===== config.mk =====
export PLATFORM = sky130hd
export DESIGN_NAME = psch_cell
export DESIGN_NICKNAME = d
export VERILOG_FILES = /design/src/hw/rtl/psch_pkg.sv /design/src/hw/rtl/psch_cell.sv
export SDC_FILE = /design/constraint.sdc
export NUM_CORES = 1
export LEC_CHECK = 0
export BUFFER_PORTS_ARGS = -buffer_cell sky130_fd_sc_hd__buf_2
export CORE_ASPECT_RATIO = 0.5
export CORE_MARGIN = 2
export CORE_UTILIZATION = 30
export DETAILED_ROUTE_END_ITERATION = 8
export HOLD_SLACK_MARGIN = 0.08
export PLACE_DENSITY_LB_ADDON = 0.3
export SLEW_MARGIN = 10
export SYNTH_ARGS = -nofsm -noshare
export SYNTH_HDL_FRONTEND = slang
export SYNTH_SLANG_ARGS = --single-unit

===== constraint.sdc =====
create_clock -name clk -period 3.27 [get_ports clk]
set_input_delay 0.327 -clock clk [delete_from_list [all_inputs] [get_ports clk]]
set_output_delay 0.327 -clock clk [all_outputs]
set_load 0.05 [all_outputs]

===== src/hw/rtl/psch_pkg.sv =====
// Shared types, constants and helpers of the process table scheduler.
// No dependencies; the cell, the scheduler and the test files import this package.
`default_nettype none
package psch_pkg;

  localparam int SLOTS      = 64;
  localparam int COUNT_BITS = 16;
  localparam int IDX_W      = (SLOTS > 1) ? $clog2(SLOTS) : 1;
  localparam int KEY_W      = 32;

  localparam logic [2:0] OP_TICK  = 3'd0;
  localparam logic [2:0] OP_PICK  = 3'd1;
  localparam logic [2:0] OP_ADMIT = 3'd2;
  localparam logic [2:0] OP_STATE = 3'd3;
  localparam logic [2:0] OP_PRIO  = 3'd4;

  localparam logic [2:0] ST_UNUSED   = 3'd0;
  localparam logic [2:0] ST_SLEEPING = 3'd1;
  localparam logic [2:0] ST_RUNNABLE = 3'd2;
  localparam logic [2:0] ST_RUNNING  = 3'd3;
  localparam logic [2:0] ST_ZOMBIE   = 3'd4;

  localparam logic [1:0] MODE_RR   = 2'd0;
  localparam logic [1:0] MODE_FCFS = 2'd1;
  localparam logic [1:0] MODE_PRIO = 2'd2;
  localparam logic [1:0] MODE_MLFQ = 2'd3;

  localparam logic [1:0] CFG_MODE  = 2'd0;
  localparam logic [1:0] CFG_AGING = 2'd1;
  localparam logic [1:0] CFG_DPRIO = 2'd2;

  localparam logic [6:0] PRIO_MAX  = 7'd100;
  localparam logic [2:0] TOP_LEVEL = 3'd4;
  localparam logic [COUNT_BITS-1:0] COUNT_MAX = '1;

  // Broadcast from the sequencer to every cell
  typedef struct packed {
    logic                  tick;
    logic                  demote;
    logic                  age;
    logic                  commit;
    logic                  admit;
    logic                  set_state;
    logic                  set_prio;
    logic                  lookup;
    logic [1:0]            mode;
    logic [5:0]            slot;
    logic [IDX_W-1:0]      pick_idx;
    logic [IDX_W-1:0]      rot;
    logic [2:0]            new_state;
    logic [6:0]            new_prio;
    logic [6:0]            admit_prio;
    logic [15:0]           age_limit;
    logic [31:0]           tick_count;
  } psch_cmd_t;

  // Best-so-far candidate handed from cell to cell
  typedef struct packed {
    logic             valid;
    logic [IDX_W-1:0] idx;
    logic [KEY_W-1:0] pkey;
    logic [KEY_W-1:0] skey;
  } psch_tok_t;

  function automatic logic [COUNT_BITS-1:0] quantum(input logic [2:0] lvl);
    logic [2:0] q;
    q = (lvl > TOP_LEVEL) ? TOP_LEVEL : lvl;
    return COUNT_BITS'(1) << q;
  endfunction

  function automatic logic [COUNT_BITS-1:0] sat_inc(input logic [COUNT_BITS-1:0] v);
    return (v == COUNT_MAX) ? v : v + 1'b1;
  endfunction

  function automatic logic [6:0] sat_prio(input logic [6:0] v);
    return (v > PRIO_MAX) ? PRIO_MAX : v;
  endfunction

endpackage
`default_nettype wire


===== src/hw/rtl/psch_cell.sv =====
// One table slot: its counters, level and priority, plus one stage of the
// candidate chain. Depends on psch_pkg.
`default_nettype none
module psch_cell (
  input  wire logic                    clk,
  input  wire logic                    rst_n,
  input  wire logic [psch_pkg::IDX_W-1:0] cell_idx,
  input  wire psch_pkg::psch_cmd_t     cmd,
  input  wire psch_pkg::psch_tok_t     tok_in,
  output psch_pkg::psch_tok_t          tok_out
);
  import psch_pkg::*;

  logic [2:0]            state_r, state_nxt;
  logic [COUNT_BITS-1:0] wait_r, wait_nxt;
  logic [COUNT_BITS-1:0] run_r, run_nxt;
  logic [2:0]            level_r, level_nxt;
  logic [6:0]            prio_r, prio_nxt;
  logic [31:0]           created_r, created_nxt;
  psch_tok_t             tok_r, tok_nxt;

  logic             hit_slot, hit_pick, runnable;
  logic [KEY_W-1:0] pk, sk;

  assign hit_slot = (32'(cell_idx) == 32'(cmd.slot));
  assign hit_pick = (cell_idx == cmd.pick_idx);
  assign runnable = (state_r == ST_RUNNABLE);

  always_comb begin
    state_nxt   = state_r;
    wait_nxt    = wait_r;
    run_nxt     = run_r;
    level_nxt   = level_r;
    prio_nxt    = prio_r;
    created_nxt = created_r;
    if (cmd.tick) begin
      if (state_r == ST_RUNNING) run_nxt = sat_inc(run_r);
      else if (state_r == ST_SLEEPING) run_nxt = '0;
      else if (runnable) wait_nxt = sat_inc(wait_r);
    end
    if (cmd.demote && runnable && run_r >= quantum(level_r)) begin
      if (level_r < TOP_LEVEL) level_nxt = level_r + 3'd1;
      wait_nxt = '0;
      run_nxt  = '0;
    end
    if (cmd.age && runnable && level_r != 3'd0 &&
        32'(wait_r) > 32'(cmd.age_limit)) begin
      level_nxt = level_r - 3'd1;
      wait_nxt  = '0;
      run_nxt   = '0;
    end
    if (cmd.commit && hit_pick) begin
      state_nxt = ST_RUNNING;
      wait_nxt  = '0;
    end
    if (cmd.admit && hit_slot && state_r == ST_UNUSED) begin
      state_nxt   = ST_RUNNABLE;
      created_nxt = cmd.tick_count;
      wait_nxt    = '0;
      run_nxt     = '0;
      level_nxt   = '0;
      prio_nxt    = cmd.admit_prio;
    end
    if (cmd.set_state && hit_slot && cmd.new_state <= ST_ZOMBIE) state_nxt = cmd.new_state;
    if (cmd.set_prio && hit_slot && state_r != ST_UNUSED) prio_nxt = cmd.new_prio;
  end

  // Sort keys: smaller wins in both fields
  always_comb begin
    case (cmd.mode)
      MODE_RR: begin
        pk = KEY_W'(cell_idx < cmd.rot);
        sk = '0;
      end
      MODE_FCFS: begin
        pk = KEY_W'(~wait_r);
        sk = created_r;
      end
      MODE_PRIO: begin
        pk = KEY_W'(prio_r);
        sk = KEY_W'(~wait_r);
      end
      default: begin
        pk = KEY_W'(level_r);
        sk = KEY_W'(~wait_r);
      end
    endcase
  end

  always_comb begin
    tok_nxt = tok_in;
    if (cmd.lookup) begin
      if (hit_slot && state_r != ST_UNUSED) begin
        tok_nxt.valid = 1'b1;
        tok_nxt.idx   = cell_idx;
        tok_nxt.pkey  = KEY_W'(prio_r);
        tok_nxt.skey  = '0;
      end
    end else if (runnable && (!tok_in.valid || pk < tok_in.pkey ||
                              (pk == tok_in.pkey && sk < tok_in.skey))) begin
      tok_nxt.valid = 1'b1;
      tok_nxt.idx   = cell_idx;
      tok_nxt.pkey  = pk;
      tok_nxt.skey  = sk;
    end
  end

  always_ff @(posedge clk) begin
    if (!rst_n) begin
      state_r   <= ST_UNUSED;
      wait_r    <= '0;
      run_r     <= '0;
      level_r   <= '0;
      prio_r    <= '0;
      created_r <= '0;
      tok_r     <= '0;
    end else begin
      state_r   <= state_nxt;
      wait_r    <= wait_nxt;
      run_r     <= run_nxt;
      level_r   <= level_nxt;
      prio_r    <= prio_nxt;
      created_r <= created_nxt;
      tok_r     <= tok_nxt;
    end
  end

  assign tok_out = tok_r;

endmodule
`default_nettype wire


==> metrics.csv <==
metric;value;unit
seq_area_frac_synth;0.342;
die_height;124;um
gr-total-overflow;0;
rsz0062_at_grt;no;
dr.pass1.iters;5;
postCtsSetupBuffers;0;
clk_pin_slew;0.06;ns
clk_path_buf_depth;2;
worstSetupPathType;in -> reg;
grt_pass1_vias;8463;
reg2reg_to;tok_out[69];
layout.nets;1604;
wl;28600;um
ys.flop_type;dfxtp_1;
p_leak;0.00616;uW
power;4810;uW
crit_family;compound AO/OA/AOI/OAI gates;
layout_common_cells;buf_2 (242), dfxtp_1 (148), inv_1 (105);
skew;0.00888;ns
cts_root_buffer;clkbuf_16;
num_vias;8532;
final_common_cell;buf_2;
maxCapViolCount;0;
slew_violations;0;
cp_slowest_cell;or3_4;
drive_gt1_frac;0.292;
crit_chain;buf_2 -> buf_4 -> buf_4 -> nand3_1 -> o21ai_0 -> ha_1 -> a21oi_1 -> o21ai_0 -> a21oi_1 -> o22ai_1 -> buf_4 -> or3_4 -> buf_4 -> a211oi_1 -> a211oi_2;
dieArea;30300;um^2
avgSynthCellArea;8.64;um^2
finalCritPeriodShare;0.974;
cpPeakStageDelay;0.37;ns
hold_path.class;in -> reg;
multi_input_area;5170;um^2
synth.cell_area;8650;um^2
end_kind;flop;
htreeDepth;4;
area_delta_synth_final;37.0;%
powerDensity;405;nW/um^2
tightest_slew;0.742;ns
cts_buffers;17;
arrival;3.50;ns
hold_viol;0;
core-area;28000;um^2
hold_depth;2;
core.rowCount;43;
synth_cell_types;58;
max_slew_margin;0.501;
routedWlPerCell;16.5;um
clock_latency;0.45;ns
min_to;tok_out[42];
fillCellCount;2808;
setup_tns;0;ns
cp-start-kind;primary input;
max_freq;0.314;GHz
r2r_slack;0.15;ns
die_w;244;um
place.gp.congestion;0.856;
remaining_drc_errors;0;
period_minus_slack;3.18;ns
ant_nets;0;
grt_pass1_wl;43200;um
viasPerCell;4.92;
cts_tree;built;
path_buf_inv;5;
vdd_drop_max;0.384;mV
cp_max_fo;13;
drt-initial-drc-count;472;
grt_max_degree;34;
status;complete, no violations;
rr_startpoint;created_r[21];
dp.final_hpwl;22800;um
antenna_found_initial;2;
synth-seq-cells;148;
synth-edff-count;0;
cts_sinks;148;
min-delay-start;tok_in[42];
setup_violations;0;
synthArstFlopShare;0;
reg2regPathDepth;13;
crit_path_frequent_cell;buf_4;
grt_usage;0.185;
crit_required;3.59;ns
netlist_instances;1002;
io_buffers;242;
ios;243;
synth_warnings;0;
seq_area;2960;um^2
start_util;0.309;
## report_power, final
group	switching (uW)	internal [uW]
clock network	818	1210
registers	19.4	1860
logic	537	358
## cell type report
cell class | count | area share
Sequential cell | 148 | 0.250
Clock buffer | 19 | 0.0374
Tap cell | 382 | 0.0403
Multi-Input combinational cell | 708 | 0.436
Timing Repair Buffer | 355 | 0.189
Clock inverter | 13 | 0.0134
Antenna cell | 2 | 0.000422
Inverter | 106 | 0.0336
## cell families after synthesis
family,after synthesis,synth area share
mux,47,0.0544
buf+inv,148,0.0695
simple gates,303,0.172
other cells,1,0.000433
fa+ha+maj,96,0.140
compound gates,216,0.178
xor+xnor,43,0.0435
flops,148,0.342
## synthesized netlist by cell type (all sizes together), types with 5 or more instances
library cell  instances  area, um^2
o211a                 5        50.1
nand3                33         165
a22o                 41         359
xor2                 20         175
mux2i                47         470
a211oi               16         120
nand2                97         364
xnor2                23         201
nor2                 57         216
a21boi                5        37.5
a21o                 28         210
a21oi                38         205
nor4                  6        37.5
o211ai                6        45.0
o21ai                46         230
nor3                  7        35.0
buf                  24         136
ha                   95        1190
and4                  5        43.8
nor2b                42         263
a31oi                 5        31.3
dfxtp               148        2960
clkbuf               18        67.6
inv                 106         398
nand4                29         181
and3                 12        75.1
## how the worst max path moves through the flow
stage	from	endpoint	slack, ns	cells past startpoint
finish	cmd[83]	tok_out[35]	0.09	15
global route	created_r[21]	tok_out[46]	0.01	13
detailed placement	cmd[84]	tok_out[36]	-0.50	18
CTS	cmd[84]	tok_out[35]	0.02	18
floorplan	cmd[84]	tok_out[44]	0.003	15
global placement	cmd[84]	tok_out[36]	-0.48	18
## timing repair
item | 4_1_cts | 5_1_grt
hold buffers | 11 | 0
cloned | 0 | 1
endpoints found under the hold margin | 11 | 0
pin swaps | 0 | 1
setup endpoints to repair | 8 | 70
resized for setup | 2 | 16
## registers in the layout (all words and copies together), names as in the netlist
signal	count
run_r	16
wait_r	16
state_r	3
tok_out	71
created_r	32
prio_r	7
level_r	3
## layer usage
| metal | track usage | up-vias | wire (um) |
|---|---|---|---|
| met1 | 0.216 | 4078 | 12200 |
| met4 | 0.0682 | 2 | 649 |
| li1 | - | 4181 | - |
| met2 | 0.341 | 229 | 14200 |
| met3 | 0.0373 | 42 | 1490 |
| met5 | 0 | - | 16 |
## per-stage QoR
step | hold WS (ns) | utilization | setup WS, ns | cells | instance area (um^2)
2_1_floorplan | 0.437 | - | 0.00252 | 1004 | 8670
4_1_cts | 0.0800 | 0.420 | 0.0233 | 1730 | 11800
6_report | 0.105 | 0.423 | 0.0861 | 1733 | 11900
5_1_grt | 0.0970 | 0.423 | 0.0102 | 1732 | 11900
3_3_place_gp | 0.500 | 0.394 | -0.476 | 1687 | 11000
3_5_place_dp | 0.509 | 0.394 | -0.501 | 1687 | 11000
No activity file was read; power rests on OpenSTA's default activity.
